### src/hw/rtl/kwq_pkg.sv
package kwq_pkg;

   // Queue geometry
   localparam int QUEUE_DEPTH = 16;
   localparam int KEY_BITS    = 16;
   localparam int USER_BITS   = 16;

   // Channel field widths
   localparam int MODE_W   = 2;
   localparam int KEY_W    = 16;
   localparam int USER_W   = 16;
   localparam int STATUS_W = 3;
   localparam int FILL_W   = 5;

   // Derived storage widths
   localparam int CNT_W = $clog2(QUEUE_DEPTH + 1);
   localparam int IDX_W = (QUEUE_DEPTH > 1) ? $clog2(QUEUE_DEPTH) : 1;

   // Keep only the significant key and user bits
   localparam logic [KEY_W-1:0]  KEY_MASK  = KEY_W'((64'd1 << KEY_BITS) - 64'd1);
   localparam logic [USER_W-1:0] USER_MASK = USER_W'((64'd1 << USER_BITS) - 64'd1);

   typedef enum logic [MODE_W-1:0] {
      MODE_ENQ   = 2'd0,
      MODE_DEQ   = 2'd1,
      MODE_CLEAR = 2'd2
   } mode_type;

   typedef enum logic [STATUS_W-1:0] {
      ST_ENQUEUED  = 3'd0,
      ST_FULL      = 3'd1,
      ST_DEQUEUED  = 3'd2,
      ST_NOT_FOUND = 3'd3,
      ST_CLEARED   = 3'd4
   } status_type;

   typedef enum logic {
      FSM_IDLE   = 1'b0,
      FSM_COMMIT = 1'b1
   } state_type;

   // Controller to datapath commands
   typedef struct packed {
      logic load;    // capture request and search the cells
      logic commit;  // apply the update and load the result register
   } dp_cmd_type;

endpackage

### src/hw/rtl/kwq_req_if.sv
interface kwq_req_if;
   logic                        valid;
   logic                        ready;
   logic [kwq_pkg::MODE_W-1:0]  mode;
   logic [kwq_pkg::KEY_W-1:0]   item_key;
   logic [kwq_pkg::USER_W-1:0]  user_in;

   modport source (output valid, output mode, output item_key, output user_in, input ready);
   modport sink   (input valid, input mode, input item_key, input user_in, output ready);
endinterface

### src/hw/rtl/kwq_rsp_if.sv
interface kwq_rsp_if;
   logic                          valid;
   logic                          ready;
   logic [kwq_pkg::STATUS_W-1:0]  status;
   logic [kwq_pkg::USER_W-1:0]    user_out;
   logic [kwq_pkg::FILL_W-1:0]    fill_count;

   modport source (output valid, output status, output user_out, output fill_count,
                   input ready);
   modport sink   (input valid, input status, input user_out, input fill_count,
                   output ready);
endinterface

### src/hw/rtl/kwq_datapath.sv
module kwq_datapath (
   input  logic                           clock,
   input  logic                           reset,
   input  kwq_pkg::dp_cmd_type            cmd,
   input  logic [kwq_pkg::MODE_W-1:0]     req_mode,
   input  logic [kwq_pkg::KEY_W-1:0]      req_item_key,
   input  logic [kwq_pkg::USER_W-1:0]     req_user_in,
   output logic [kwq_pkg::STATUS_W-1:0]   rsp_status,
   output logic [kwq_pkg::USER_W-1:0]     rsp_user_out,
   output logic [kwq_pkg::FILL_W-1:0]     rsp_fill_count
);

   localparam int DEPTH = kwq_pkg::QUEUE_DEPTH;
   localparam int CNT_W = kwq_pkg::CNT_W;
   localparam int IDX_W = kwq_pkg::IDX_W;

   // Cell row, slot 0 is the head
   logic [kwq_pkg::KEY_W-1:0]  key_cell_ff  [DEPTH];
   logic [kwq_pkg::USER_W-1:0] user_cell_ff [DEPTH];
   logic [kwq_pkg::KEY_W-1:0]  key_next     [DEPTH];
   logic [kwq_pkg::USER_W-1:0] user_next    [DEPTH];
   logic [CNT_W-1:0]           count_ff, count_in;

   // Captured request and search result
   logic [kwq_pkg::MODE_W-1:0] mode_ff;
   logic [kwq_pkg::KEY_W-1:0]  key_ff, key_masked;
   logic [kwq_pkg::USER_W-1:0] user_ff;
   logic [DEPTH-1:0]           match_vec, first_vec, first_ff, shift_vec;
   logic                       hit_ff;

   // Result register
   kwq_pkg::status_type        status_ff, status_in;
   logic [kwq_pkg::USER_W-1:0] user_out_ff, user_out_in;
   logic [kwq_pkg::FILL_W-1:0] fill_ff;

   logic full;
   logic enq_we;
   logic deq_we;
   logic [kwq_pkg::USER_W-1:0] found_user;

   assign key_masked = req_item_key & kwq_pkg::KEY_MASK;

   // Compare every occupied cell, keep the oldest match
   always_comb begin
      for (int i = 0; i < DEPTH; i++) begin
         match_vec[i] = (CNT_W'(i) < count_ff) && (key_cell_ff[i] == key_masked);
      end
      first_vec = match_vec & (~match_vec + DEPTH'(1));
   end

   // Capture request at transfer
   always_ff @(posedge clock) begin
      if (cmd.load) begin
         mode_ff  <= req_mode;
         key_ff   <= key_masked;
         user_ff  <= req_user_in & kwq_pkg::USER_MASK;
         first_ff <= first_vec;
         hit_ff   <= |match_vec;
      end
   end

   // Source for compaction: each cell takes its younger neighbor
   for (genvar g = 0; g < DEPTH; g++) begin : g_next
      if (g < DEPTH - 1) begin : g_mid
         assign key_next[g]  = key_cell_ff[g+1];
         assign user_next[g] = user_cell_ff[g+1];
      end else begin : g_tail
         assign key_next[g]  = key_cell_ff[g];
         assign user_next[g] = user_cell_ff[g];
      end
   end

   // Select the removed user and mark cells at or past it
   always_comb begin
      found_user = '0;
      for (int i = 0; i < DEPTH; i++) begin
         found_user = found_user | (user_cell_ff[i] & {kwq_pkg::USER_W{first_ff[i]}});
      end
      shift_vec[0] = first_ff[0];
      for (int i = 1; i < DEPTH; i++) begin
         shift_vec[i] = shift_vec[i-1] | first_ff[i];
      end
   end

   // Decide the update and the result
   always_comb begin
      full        = (count_ff == CNT_W'(DEPTH));
      count_in    = count_ff;
      status_in   = kwq_pkg::ST_NOT_FOUND;
      user_out_in = '0;
      enq_we      = 1'b0;
      deq_we      = 1'b0;
      case (mode_ff)
         kwq_pkg::MODE_ENQ: begin
            if (full) begin
               status_in = kwq_pkg::ST_FULL;
            end else begin
               status_in = kwq_pkg::ST_ENQUEUED;
               count_in  = count_ff + CNT_W'(1);
               enq_we    = cmd.commit;
            end
         end
         kwq_pkg::MODE_DEQ: begin
            if (hit_ff) begin
               status_in   = kwq_pkg::ST_DEQUEUED;
               user_out_in = found_user;
               count_in    = count_ff - CNT_W'(1);
               deq_we      = cmd.commit;
            end
         end
         kwq_pkg::MODE_CLEAR: begin
            status_in = kwq_pkg::ST_CLEARED;
            count_in  = '0;
         end
         default: begin
            status_in = kwq_pkg::ST_NOT_FOUND;
         end
      endcase
   end

   // Append at the tail or close the gap
   always_ff @(posedge clock) begin
      for (int i = 0; i < DEPTH; i++) begin
         if (enq_we && (count_ff[IDX_W-1:0] == IDX_W'(i))) begin
            key_cell_ff[i]  <= key_ff;
            user_cell_ff[i] <= user_ff;
         end else if (deq_we && shift_vec[i]) begin
            key_cell_ff[i]  <= key_next[i];
            user_cell_ff[i] <= user_next[i];
         end
      end
   end

   // Fill count
   always_ff @(posedge clock) begin
      if (reset) begin
         count_ff <= '0;
      end else if (cmd.commit) begin
         count_ff <= count_in;
      end
   end

   // Result register
   always_ff @(posedge clock) begin
      if (cmd.commit) begin
         status_ff   <= status_in;
         user_out_ff <= user_out_in;
         fill_ff     <= kwq_pkg::FILL_W'(count_in);
      end
   end

   assign rsp_status     = status_ff;
   assign rsp_user_out   = user_out_ff;
   assign rsp_fill_count = fill_ff;

   a_count_bound: assert property (@(posedge clock) disable iff (reset)
      count_ff <= CNT_W'(DEPTH))
      else $error("fill count beyond queue depth");

   a_first_onehot: assert property (@(posedge clock) disable iff (reset)
      $onehot0(first_ff))
      else $error("more than one oldest match selected");

   a_deq_shrinks: assert property (@(posedge clock) disable iff (reset)
      deq_we |=> count_ff == $past(count_ff) - CNT_W'(1))
      else $error("dequeue did not remove exactly one entry");

endmodule

### src/hw/rtl/kwq_ctrl.sv
module kwq_ctrl (
   input  logic                 clock,
   input  logic                 reset,
   input  logic                 req_valid,
   output logic                 req_ready,
   output logic                 rsp_valid,
   input  logic                 rsp_ready,
   output kwq_pkg::dp_cmd_type  cmd
);

   kwq_pkg::state_type state_ff, state_in;
   logic               rsp_valid_ff, rsp_valid_in;

   // State register
   always_ff @(posedge clock) begin
      if (reset) begin
         state_ff     <= kwq_pkg::FSM_IDLE;
         rsp_valid_ff <= 1'b0;
      end else begin
         state_ff     <= state_in;
         rsp_valid_ff <= rsp_valid_in;
      end
   end

   // Next state and commands
   always_comb begin
      state_in   = state_ff;
      req_ready  = 1'b0;
      cmd        = '0;
      case (state_ff)
         kwq_pkg::FSM_IDLE: begin
            req_ready = 1'b1;
            if (req_valid) begin
               cmd.load = 1'b1;
               state_in = kwq_pkg::FSM_COMMIT;
            end
         end
         kwq_pkg::FSM_COMMIT: begin
            // hold until the result register is free or drains now
            if (!rsp_valid_ff || rsp_ready) begin
               cmd.commit = 1'b1;
               state_in   = kwq_pkg::FSM_IDLE;
            end
         end
         default: begin
            state_in = kwq_pkg::FSM_IDLE;
         end
      endcase
   end

   // Result valid: set on commit, drop on transfer
   always_comb begin
      if (cmd.commit) begin
         rsp_valid_in = 1'b1;
      end else if (rsp_ready) begin
         rsp_valid_in = 1'b0;
      end else begin
         rsp_valid_in = rsp_valid_ff;
      end
   end

   assign rsp_valid = rsp_valid_ff;

   a_load_then_commit: assert property (@(posedge clock) disable iff (reset)
      cmd.load |=> state_ff == kwq_pkg::FSM_COMMIT)
      else $error("accepted request not followed by commit state");

   a_commit_shows: assert property (@(posedge clock) disable iff (reset)
      cmd.commit |=> rsp_valid_ff)
      else $error("commit did not present a result");

   a_no_overwrite: assert property (@(posedge clock) disable iff (reset)
      (state_ff == kwq_pkg::FSM_COMMIT && rsp_valid_ff && !rsp_ready) |-> !cmd.commit)
      else $error("pending result overwritten");

endmodule

### src/hw/rtl/keyed_wait_queue.sv
// The request and its search result are captured at request transfer; the result and its valid load at commit.
// The controller takes a request only while idle, so each request is committed before the
// next one is taken. A new request is taken while a result waits.
// A commit stalls only while an earlier result is still held at the output.
// Reset clears the fill count, the controller state and the result valid; the
// stored pairs keep their contents and are reached only below the fill count.
module keyed_wait_queue (
   input logic       clock,
   input logic       reset,
   kwq_req_if.sink   req_bus,
   kwq_rsp_if.source rsp_bus
);

   kwq_pkg::dp_cmd_type cmd;

   kwq_ctrl u_ctrl (
      .clock     (clock),
      .reset     (reset),
      .req_valid (req_bus.valid),
      .req_ready (req_bus.ready),
      .rsp_valid (rsp_bus.valid),
      .rsp_ready (rsp_bus.ready),
      .cmd       (cmd)
   );

   kwq_datapath u_datapath (
      .clock          (clock),
      .reset          (reset),
      .cmd            (cmd),
      .req_mode       (req_bus.mode),
      .req_item_key   (req_bus.item_key),
      .req_user_in    (req_bus.user_in),
      .rsp_status     (rsp_bus.status),
      .rsp_user_out   (rsp_bus.user_out),
      .rsp_fill_count (rsp_bus.fill_count)
   );

endmodule

### src/flat_wrapper.sv
// flat-port wrapper written by rule: the top's interface ports become plain ports
module keyed_wait_queue_flat 
  (clock, reset, req_bus_valid, req_bus_mode, req_bus_item_key, req_bus_user_in, req_bus_ready, rsp_bus_valid, rsp_bus_status, rsp_bus_user_out, rsp_bus_fill_count, rsp_bus_ready);
  kwq_req_if req_bus_i ();
  kwq_rsp_if rsp_bus_i ();
  input logic clock;
  input logic reset;
  input wire logic [$bits(req_bus_i.valid)-1:0] req_bus_valid;
  input wire logic [$bits(req_bus_i.mode)-1:0] req_bus_mode;
  input wire logic [$bits(req_bus_i.item_key)-1:0] req_bus_item_key;
  input wire logic [$bits(req_bus_i.user_in)-1:0] req_bus_user_in;
  output wire logic [$bits(req_bus_i.ready)-1:0] req_bus_ready;
  output wire logic [$bits(rsp_bus_i.valid)-1:0] rsp_bus_valid;
  output wire logic [$bits(rsp_bus_i.status)-1:0] rsp_bus_status;
  output wire logic [$bits(rsp_bus_i.user_out)-1:0] rsp_bus_user_out;
  output wire logic [$bits(rsp_bus_i.fill_count)-1:0] rsp_bus_fill_count;
  input wire logic [$bits(rsp_bus_i.ready)-1:0] rsp_bus_ready;
  assign req_bus_i.valid = req_bus_valid;
  assign req_bus_i.mode = req_bus_mode;
  assign req_bus_i.item_key = req_bus_item_key;
  assign req_bus_i.user_in = req_bus_user_in;
  assign req_bus_ready = req_bus_i.ready;
  assign rsp_bus_valid = rsp_bus_i.valid;
  assign rsp_bus_status = rsp_bus_i.status;
  assign rsp_bus_user_out = rsp_bus_i.user_out;
  assign rsp_bus_fill_count = rsp_bus_i.fill_count;
  assign rsp_bus_i.ready = rsp_bus_ready;
  keyed_wait_queue u_core (.clock(clock), .reset(reset), .req_bus(req_bus_i), .rsp_bus(rsp_bus_i));
endmodule
### config.mk
export PLATFORM = sky130hd
export DESIGN_NAME = keyed_wait_queue_flat
export DESIGN_NICKNAME = d
export VERILOG_FILES = /design/src/hw/rtl/kwq_pkg.sv /design/src/hw/rtl/kwq_req_if.sv /design/src/hw/rtl/kwq_rsp_if.sv /design/src/hw/rtl/kwq_datapath.sv /design/src/hw/rtl/kwq_ctrl.sv /design/src/hw/rtl/keyed_wait_queue.sv /design/src/flat_wrapper.sv
export SDC_FILE = /design/constraint.sdc
export NUM_CORES = 1
export LEC_CHECK = 0
export BUFFER_PORTS_ARGS = -buffer_cell sky130_fd_sc_hd__buf_2
export CAP_MARGIN = 20
export CORE_AREA = 2 2 229 231
export CTS_CLUSTER_DIAMETER = 150
export DETAILED_ROUTE_END_ITERATION = 7
export DIE_AREA = 0 0 231 233
export PLACE_DENSITY = 0.73
export SLEW_MARGIN = 20
export SYNTH_ARGS = -nofsm -noshare
export SYNTH_HDL_FRONTEND = slang
export SYNTH_SLANG_ARGS = --single-unit
export TNS_END_PERCENT = 100
### constraint.sdc
create_clock -name clock -period 6.2 [get_ports clock]
set_input_delay 0.93 -clock clock [delete_from_list [all_inputs] [get_ports clock]]
set_output_delay 0.93 -clock clock [all_outputs]
set_load 0.05 [all_outputs]
==> qor.json, run 1 <==
{
  "via_count_of_the_first_global_routing_pass": 17800,
  "cts.sinks": 594,
  "layout-drive-gt1-share": 0.360,
  "first_iter_violations": 2274,
  "cts.hold.buffers_added": 0,
  "netlist_area_sq_um": 29000,
  "clock_tree.buffer_depth": 3,
  "detail_route.first_pass.iterations": 7,
  "wire_per_inst_um": 31.6,
  "synth.yosys.seq_area_share": 0.612,
  "antenna_found_initial": 0,
  "clock-root-buffer": "sky130_fd_sc_hd__clkbuf_16",
  "clkSlewWorstSetupHoldPaths_ns": 0.06,
  "worstPathRequired_ns": 6.55,
  "floorplan.initialDensity": 0.568,
  "synth-edff-count": 587,
  "critical_path.top_delay_family": "simple AND/OR/NAND/NOR gates",
  "max_freq_ghz": 0.249,
  "std_cell_rows": 83,
  "fin_crit_ns": 4.02,
  "cp-start-kind": "register",
  "max_cap_viols": 0,
  "worstPathMaxFanout": 26,
  "crit_chain": "buf_4 -> or4_4 -> nor4_4 -> nand2b_1 -> or3_1 -> o21ai_4 -> buf_4 -> o21ai_4 -> buf_4",
  "antenna_violating_nets_post_route": 0,
  "core_sq_um": 51100,
  "cell_area_after_placement_sq_um": 30100,
  "htreeDepth": 2,
  "dpl.hpwl_mm": 50.2,
  "tritoncts.num_buffers": 60,
  "path_common_cell": "sky130_fd_sc_hd__buf_4",
  "grt_usage": 0.310,
  "critPathCaptureType": "register",
  "crit_type": "register to register",
  "vdd.ir_drop.worst_mv": 0.228,
  "critical-path-slowest-cell": "sky130_fd_sc_hd__o21ai_4",
  "avgSynthCellArea_sq_um": 15.2,
  "yosys.cell_types.count": 61,
  "wire_length_of_the_first_global_routing_pass_mm": 121,
  "top_level_ports": 64,
  "area_delta_synth_final_pct": 10.4,
  "design.die.area_sq_um": 53800,
  "post-cts-setup-buffers": 0,
  "numPortBuffers": 63,
  "die_height_um": 233,
  "yosys_register_bits": 594,
  "routed_via_density": 6.74,
  "postSynthCellCount": 1908,
  "die_width_um": 231,
  "powerDensity_nw_per_um2": 280,
  "yosys_warnings": 0,
  "result_of_the_run": "finished clean",
  "layout.cell_area.non_filler_sq_um": 32100,
  "worst_slew_margin_rel": 0.136,
  "max_slew.worst_pin.slew_ns": 1.30,
  "routed_wirelength_mm": 83.3,
  "synthDominantCellAreaShare": 0.607,
  "vias_post_dr": 17800,
  "ys_dominant_reg_cell": "sky130_fd_sc_hd__edfxtp_1",
  "drc_errors": 0,
  "tns_ns": 0,
  "finalClockSkew_ns": 0.0197,
  "timing.final.crit_share": 0.649,
  "tritoncts": "built",
  "post_synth_main_area_contributors": "sky130_fd_sc_hd__edfxtp_1, sky130_fd_sc_hd__mux2_2, sky130_fd_sc_hd__xor2_1, sky130_fd_sc_hd__xnor2_1, sky130_fd_sc_hd__mux2_4",
  "final-max-slew-violation-count": 0,
  "unrepaired_setup_endpoints_after_global_routing": "no",
  "number_of_cells_upsized_or_downsized_after_cts": 0,
  "antennaDiodeCount": 0,
  "final_net_count": 1955,
  "static-leakage-power_nw": 10.6,
  "post-synth-top-area-cell": "sky130_fd_sc_hd__edfxtp_1",
  "globalRouteOverflowTotal": 0,
  "worst_skew_pair.late_latency_ns": 0.65,
  "setup_violations": 0,
  "critical_path_buf_inv_count": 3,
  "grt_max_degree": 52,
  "crit_arrival_ns": 4.37,
  "async_flop_share": 0,
  "timing.final.hold_violations": 0,
  "hold_path.class": "input port to register",
  "gpl.final_weighted_congestion": 0.881,
  "critPathMaxStageDelay_ns": 0.70,
  "synth.net_count": 1951
}
[worst reg2reg max path: cells and delay by family (launching register included)]
| kind | cells | cell delay (ns) |
|---|---|---|
| compound gates | 2 | 0.88 |
| flops | 1 | 0.37 |
| simple gates | 4 | 1.44 |
| buf+inv | 3 | 1.03 |
[layout by cell type (no fill, tap or decap), types with 6 or more instances in the layout]
master / instances
sky130_fd_sc_hd__edfxtp_1: 587
sky130_fd_sc_hd__mux2_2: 451
sky130_fd_sc_hd__xor2_1: 166
sky130_fd_sc_hd__xnor2_1: 90
sky130_fd_sc_hd__buf_2: 63
sky130_fd_sc_hd__clkbuf_16: 60
sky130_fd_sc_hd__a22o_1: 49
sky130_fd_sc_hd__a221oi_1: 48
sky130_fd_sc_hd__nor4_1: 42
sky130_fd_sc_hd__buf_4: 39
sky130_fd_sc_hd__a22oi_1: 32
sky130_fd_sc_hd__mux2_4: 29
sky130_fd_sc_hd__nand4_1: 28
sky130_fd_sc_hd__nand2_1: 27
sky130_fd_sc_hd__nor3_1: 22
sky130_fd_sc_hd__nor2_1: 20
sky130_fd_sc_hd__a31oi_1: 20
sky130_fd_sc_hd__clkinv_1: 16
sky130_fd_sc_hd__and3_1: 16
sky130_fd_sc_hd__a21oi_1: 14
sky130_fd_sc_hd__o21ai_4: 11
sky130_fd_sc_hd__clkinv_2: 9
sky130_fd_sc_hd__o21bai_4: 7
sky130_fd_sc_hd__clkbuf_1: 7
sky130_fd_sc_hd__bufinv_16: 7
sky130_fd_sc_hd__dfxtp_1: 7
sky130_fd_sc_hd__nand3_1: 6
[registers in the layout, summed over array words and instances (netlist names)]
signal / count
u_core.u_datapath.key_cell_ff: 256
u_core.u_datapath.user_cell_ff: 256
u_core.u_datapath.first_ff: 16
u_core.u_datapath.key_ff: 16
u_core.u_datapath.rsp_user_out: 16
u_core.u_datapath.user_ff: 16
u_core.u_datapath.count_ff: 5
u_core.u_datapath.rsp_fill_count: 5
u_core.u_datapath.rsp_status: 3
u_core.u_datapath.mode_ff: 2
u_core.u_ctrl.rsp_valid: 1
u_core.u_ctrl.state_ff: 1
u_core.u_datapath.hit_ff: 1
[synth_stat cells (all sizes together), types with 2 or more instances]
| cell type | n |
|---|---|
| nand2b | 5 |
| nor3 | 23 |
| a21oi | 14 |
| inv | 5 |
| or4 | 4 |
| o21bai | 8 |
| o21ai | 16 |
| a221oi | 48 |
| and2 | 3 |
| o21a | 3 |
| nand3 | 6 |
| nand2 | 30 |
| a22oi | 32 |
| or3 | 2 |
| a211oi | 2 |
| clkbuf | 102 |
| a22o | 49 |
| mux2i | 2 |
| nor2b | 4 |
| a31oi | 20 |
| o31ai | 2 |
| nor2 | 21 |
| nor4 | 43 |
| a2bb2oi | 2 |
| nand4 | 28 |
| buf | 60 |
| dfxtp | 7 |
| ha | 5 |
| xnor2 | 90 |
| nor3b | 3 |
| edfxtp | 587 |
| mux2 | 480 |
| and3 | 16 |
| xor2 | 166 |
[power by group]
group / total [W] / switching (W) / internal (W)
Sequential: 0.00465 / 0.000132 / 0.00452
Clock: 0.00368 / 0.00157 / 0.00211
Combinational: 0.000655 / 0.000367 / 0.000288
Total: 0.00899 / 0.00207 / 0.00692
[cells by family (layout without fill, tap and decap cells)]
kind of cell             Yosys count  in the layout  synth area share
AO/OA/AOI/OAI                    205            205            0.0547
adder cells (fa/ha/maj)            5              5           0.00215
AND/OR/NAND/NOR                  198            198            0.0390
XOR/XNOR                         256            256            0.0772
flip-flops                       594            594             0.612
multiplexers                     482            482             0.191
buffers and inverters            168            217            0.0246
[worst paths after layout]
path                            depth (start not counted)                          start  slack (ns)                              endpoint
worst min-delay path                                    1            req_bus_user_in[12]        0.46         u_core.u_datapath.user_ff[12]
worst min register to register                          2        u_core.u_ctrl.rsp_valid        0.51               u_core.u_ctrl.rsp_valid
worst max-delay path                                    9  u_core.u_datapath.first_ff[0]        2.18  u_core.u_datapath.key_cell_ff[1][38]
worst max register to register                          9  u_core.u_datapath.first_ff[0]        2.18  u_core.u_datapath.key_cell_ff[1][38]
[routing by layer]
| layer | GRT usage | vias up | wire, um |
|---|---|---|---|
| met3 | 0.0751 | 209 | 9270 |
| met4 | 0.108 | 0 | 2710 |
| met2 | 0.477 | 1149 | 37600 |
| li1 | - | 7398 | - |
| met5 | 0 | - | 0 |
| met1 | 0.433 | 9021 | 33800 |
[metrics by stage]
stage	utilization	power [W]	std cells	worst slack (ns)	hold slack, ns
3_5_place_dp	0.588	0.00536	2528	2.25	0.507
6_report	0.628	0.00899	2637	2.18	0.457
4_1_cts	0.627	0.00899	2635	2.26	0.432
5_1_grt	0.628	0.00920	2637	2.08	0.430
2_1_floorplan	-	0.00513	1908	1.84	0.494
3_3_place_gp	0.588	0.00535	2528	2.27	0.511
[layout make-up]
cell class / instances / area [sq um]
clock buffers: 72 / 1600
clock inverters: 35 / 364
fillers: 3743 / 19000
inverters: 6 / 22.5
multi-input cells: 1146 / 10800
flip-flops and latches: 594 / 17800
well taps: 680 / 851
repair buffers: 104 / 656
Note: power is estimated with default switching activity, not from simulation.
==> inputs of run 2 (changes only) <==
==> constraint.sdc (replaced) <==
create_clock -name clock -period 4.1 [get_ports clock]
set_input_delay 0.615 -clock clock [delete_from_list [all_inputs] [get_ports clock]]
set_output_delay 0.615 -clock clock [all_outputs]
set_load 0.05 [all_outputs]
==> run 2 against run 1 <==
Against the previous run: critical path type unchanged; die area unchanged; register-to-register slack got worse by 1.6 ns; highest routed layer unchanged; cell count increased by 1.2%; first-iteration DRC count increased by 3.2%; critical endpoint is now u_core.u_datapath.key_cell_ff[0][35]; via count increased by 0.45%; sequential power increased by 50%; utilization increased by 0.56 points; total power increased by 52%.
==> qor.json, run 2 (same netlist as run 1, synthesis figures left out) <==
{
  "result_of_the_run": "finished clean",
  "crit_arrival": {"value": 3.80, "unit": "ns", "change": "-0.57 ns"},
  "switching_power": {"value": 0.00314, "unit": "W", "change": "+52%"},
  "combinationalPowerShare": {"value": 0.075, "change": "+0.002"},
  "layout.cell_area.non_filler": {"value": 32400, "unit": "sq um", "change": "+0.89%"},
  "top_level_ports": {"value": 64, "change": "unchanged"},
  "clock_tree.buffer_depth": {"value": 3, "change": "unchanged"},
  "layout.core_utilization": {"value": 0.633, "change": "+0.00558"},
  "worstPathRequired": {"value": 4.38, "unit": "ns", "change": "-2.17 ns"},
  "core": {"value": 51100, "unit": "sq um", "change": "unchanged"},
  "path_common_cell": "sky130_fd_sc_hd__nand2_1",
  "cts.sinks": {"value": 594, "change": "unchanged"},
  "powerDensity": {"value": 422, "unit": "nW/um^2", "change": "+51%"},
  "vdd.ir_drop.worst": {"value": 0.296, "unit": "mV", "change": "+30%"},
  "cts.hold.buffers_added": {"value": 0, "change": "unchanged"},
  "std_cell_rows": {"value": 83, "change": "unchanged"},
  "dpl.hpwl": {"value": 51.1, "unit": "mm", "change": "+1.8%"},
  "area_delta_synth_final_pct": 11.4,
  "worst_slew_margin_rel": {"value": 0.223, "change": "+0.0873"},
  "worstPathMaxFanout": {"value": 20, "change": "-23%"},
  "layout.filler_cells": {"value": 3689, "change": "-1.4%"},
  "htreeDepth": {"value": 3, "change": "+1"},
  "tns": {"value": 0, "unit": "ns", "change": "unchanged"},
  "crit_type": "register to register",
  "gpl.final_weighted_congestion": {"value": 0.913, "change": "+3.7%"},
  "wire_length_of_the_first_global_routing_pass": {"value": 118, "unit": "mm", "change": "-2.3%"},
  "worstHoldPathCells": {"value": 1, "change": "unchanged"},
  "clkSlewWorstSetupHoldPaths": {"value": 0.06, "unit": "ns", "change": "about the same"},
  "final_common_cell": "sky130_fd_sc_hd__edfxtp_1",
  "setup_violations": {"value": 0, "change": "unchanged"},
  "cp-start-kind": "register",
  "p_total": {"value": 0.0137, "unit": "W", "change": "+52%"},
  "critPathCaptureType": "register",
  "die_width": {"value": 231, "unit": "um", "change": "unchanged"},
  "seq_power_share": {"value": 0.511, "change": "-0.006"},
  "swShare": {"value": 0.230, "change": "-0.000469"},
  "clock_share_of_power": {"value": 0.414, "change": "+0.004"},
  "final_cell_mix": "sky130_fd_sc_hd__edfxtp_1, sky130_fd_sc_hd__mux2_2, sky130_fd_sc_hd__xor2_1",
  "antenna_found_initial": {"value": 0, "change": "unchanged"},
  "timing.final.hold_violations": {"value": 0, "change": "unchanged"},
  "final_net_count": {"value": 1987, "change": "+1.6%"},
  "grt_usage": {"value": 0.303, "change": "-0.00688"},
  "max_slew.worst_pin.slew": {"value": 1.16, "unit": "ns", "change": "-0.135 ns"},
  "layout-drive-gt1-share": {"value": 0.368, "change": "+0.00797"},
  "detail_route.first_pass.iterations": {"value": 6, "change": "-1"},
  "rr_worst_depth": {"value": 8, "change": "-1"},
  "numPortBuffers": {"value": 63, "change": "unchanged"},
  "hold_path.startpoint": "req_bus_user_in[4]",
  "clock-root-buffer": "sky130_fd_sc_hd__clkbuf_16",
  "post-cts-setup-buffers": {"value": 0, "change": "unchanged"},
  "first_iter_violations": {"value": 2346, "change": "+3.2%"},
  "antenna_violating_nets_post_route": {"value": 0, "change": "unchanged"},
  "critical_path.startpoint": "u_core.u_datapath.count_ff[1]",
  "routed_via_density": {"value": 6.69, "change": "-0.72%"},
  "static-leakage-power": {"value": 10.8, "unit": "nW", "change": "+1.5%"},
  "worst_r2r_startpoint": "u_core.u_datapath.count_ff[1]",
  "design.die.area": {"value": 53800, "unit": "sq um", "change": "unchanged"},
  "fin_crit": {"value": 3.53, "unit": "ns", "change": "-0.496 ns"},
  "largestRegisters": "u_core.u_datapath.key_cell_ff x256, u_core.u_datapath.user_cell_ff x256",
  "crit_chain": "inv_1 -> ha_1 -> nand2_1 -> o21ai_0 -> nor2_1 -> nand2_1 -> o21ai_4 -> buf_4",
  "max_cap_viols": {"value": 0, "change": "unchanged"},
  "via_count_of_the_first_global_routing_pass": {"value": 17900, "change": "+0.33%"},
  "hold_path.class": "input port to register",
  "tritoncts": "built",
  "floorplan.initialDensity": {"value": 0.568, "change": "unchanged"},
  "max_freq": {"value": 0.284, "unit": "GHz", "change": "+14%"},
  "tritoncts.num_buffers": {"value": 66, "change": "+10%"},
  "finalClockSkew": {"value": 0.0292, "unit": "ns", "change": "+0.00952 ns"},
  "globalRouteOverflowTotal": {"value": 0, "change": "unchanged"},
  "antennaDiodeCount": {"value": 0, "change": "unchanged"},
  "unrepaired_setup_endpoints_after_global_routing": "no",
  "worst_skew_pair.late_latency": {"value": 0.61, "unit": "ns", "change": "-0.04 ns"},
  "critPathMaxStageDelay": {"value": 0.97, "unit": "ns", "change": "+0.27 ns"},
  "routed_wirelength": {"value": 81.1, "unit": "mm", "change": "-2.7%"},
  "wire_per_inst": {"value": 30.4, "unit": "um", "change": "-3.8%"},
  "die_height": {"value": 233, "unit": "um", "change": "unchanged"},
  "internal_power": {"value": 0.0105, "unit": "W", "change": "+52%"},
  "worstHoldEndpoint": "u_core.u_datapath.user_ff[4]",
  "cell_area_after_placement": {"value": 30300, "unit": "sq um", "change": "+0.89%"},
  "worstReg2RegEnd": "u_core.u_datapath.key_cell_ff[0][35]",
  "number_of_cells_upsized_or_downsized_after_cts": {"value": 0, "change": "unchanged"},
  "vias_post_dr": {"value": 17900, "change": "+0.45%"},
  "grt_max_degree": {"value": 33, "change": "-37%"},
  "drc_errors": {"value": 0, "change": "unchanged"},
  "critical-path-slowest-cell": "sky130_fd_sc_hd__o21ai_4",
  "timing.final.crit_share": {"value": 0.860, "change": "+0.211"},
  "final-max-slew-violation-count": {"value": 0, "change": "unchanged"},
  "timing.reg2reg.setup_slack": {"value": 0.57, "unit": "ns", "change": "-1.60 ns"}
}
[run 2: per-layer routing]
layer | track usage | wire length (um)
met1 | 0.409 | 32100
met2 | 0.480 | 37600
met3 | 0.0690 | 8450
met4 | 0.119 | 2880
met5 | 0 | 0
[run 2: worst max-delay path by stage]
stage	to	slack, ns	depth (start not counted)
after global placement	u_core.u_datapath.first_ff[15]	0.78	7
after floorplan	u_core.u_datapath.key_cell_ff[0][0]	-0.25	8
after global routing	u_core.u_datapath.key_cell_ff[0][35]	0.44	8
after CTS	u_core.u_datapath.key_cell_ff[0][35]	0.64	8
final	u_core.u_datapath.key_cell_ff[0][35]	0.57	8
after detailed placement	u_core.u_datapath.key_cell_ff[0][39]	0.64	8
[run 2: worst max-delay path: cells and delay by family (launching register included)]
family                     cells  cell delay [ns]
adders and majority gates      1             0.24
buffers and inverters          2             0.58
and+or+nand+nor                3             0.67
AOI/OAI and AO/OA              2             1.12
DFF                            1             0.59
[run 2: final cells by class]
| cell class | instances | area (sq um) | area share |
|---|---|---|---|
| clock inverter | 29 | 225 | 0.00696 |
| timing repair buffer | 130 | 906 | 0.0280 |
| multi-input combinational | 1146 | 10800 | 0.334 |
| inverter | 6 | 22.5 | 0.000696 |
| clock buffer | 83 | 1780 | 0.0550 |
| tap | 680 | 851 | 0.0263 |
| sequential | 594 | 17800 | 0.549 |
[run 2: power by group through the flow]
stage | logic [W] | registers [W] | clock network [W]
2_1_floorplan | 0.000701 | 0.00706 | 0
3_3_place_gp | 0.000985 | 0.00710 | 0
3_5_place_dp | 0.00101 | 0.00710 | 0
4_1_cts | 0.00101 | 0.00698 | 0.00571
5_1_grt | 0.00108 | 0.00700 | 0.00593
6_report | 0.00103 | 0.00698 | 0.00565
[run 2: stage by stage]
stage | hold slack (ns) | setup slack [ns] | std cells
6_report | 0.187 | 0.575 | 2668
5_1_grt | 0.178 | 0.442 | 2668
4_1_cts | 0.162 | 0.643 | 2667
3_5_place_dp | 0.514 | 0.636 | 2555
3_3_place_gp | 0.481 | 0.781 | 2555
2_1_floorplan | 0.494 | -0.249 | 1908
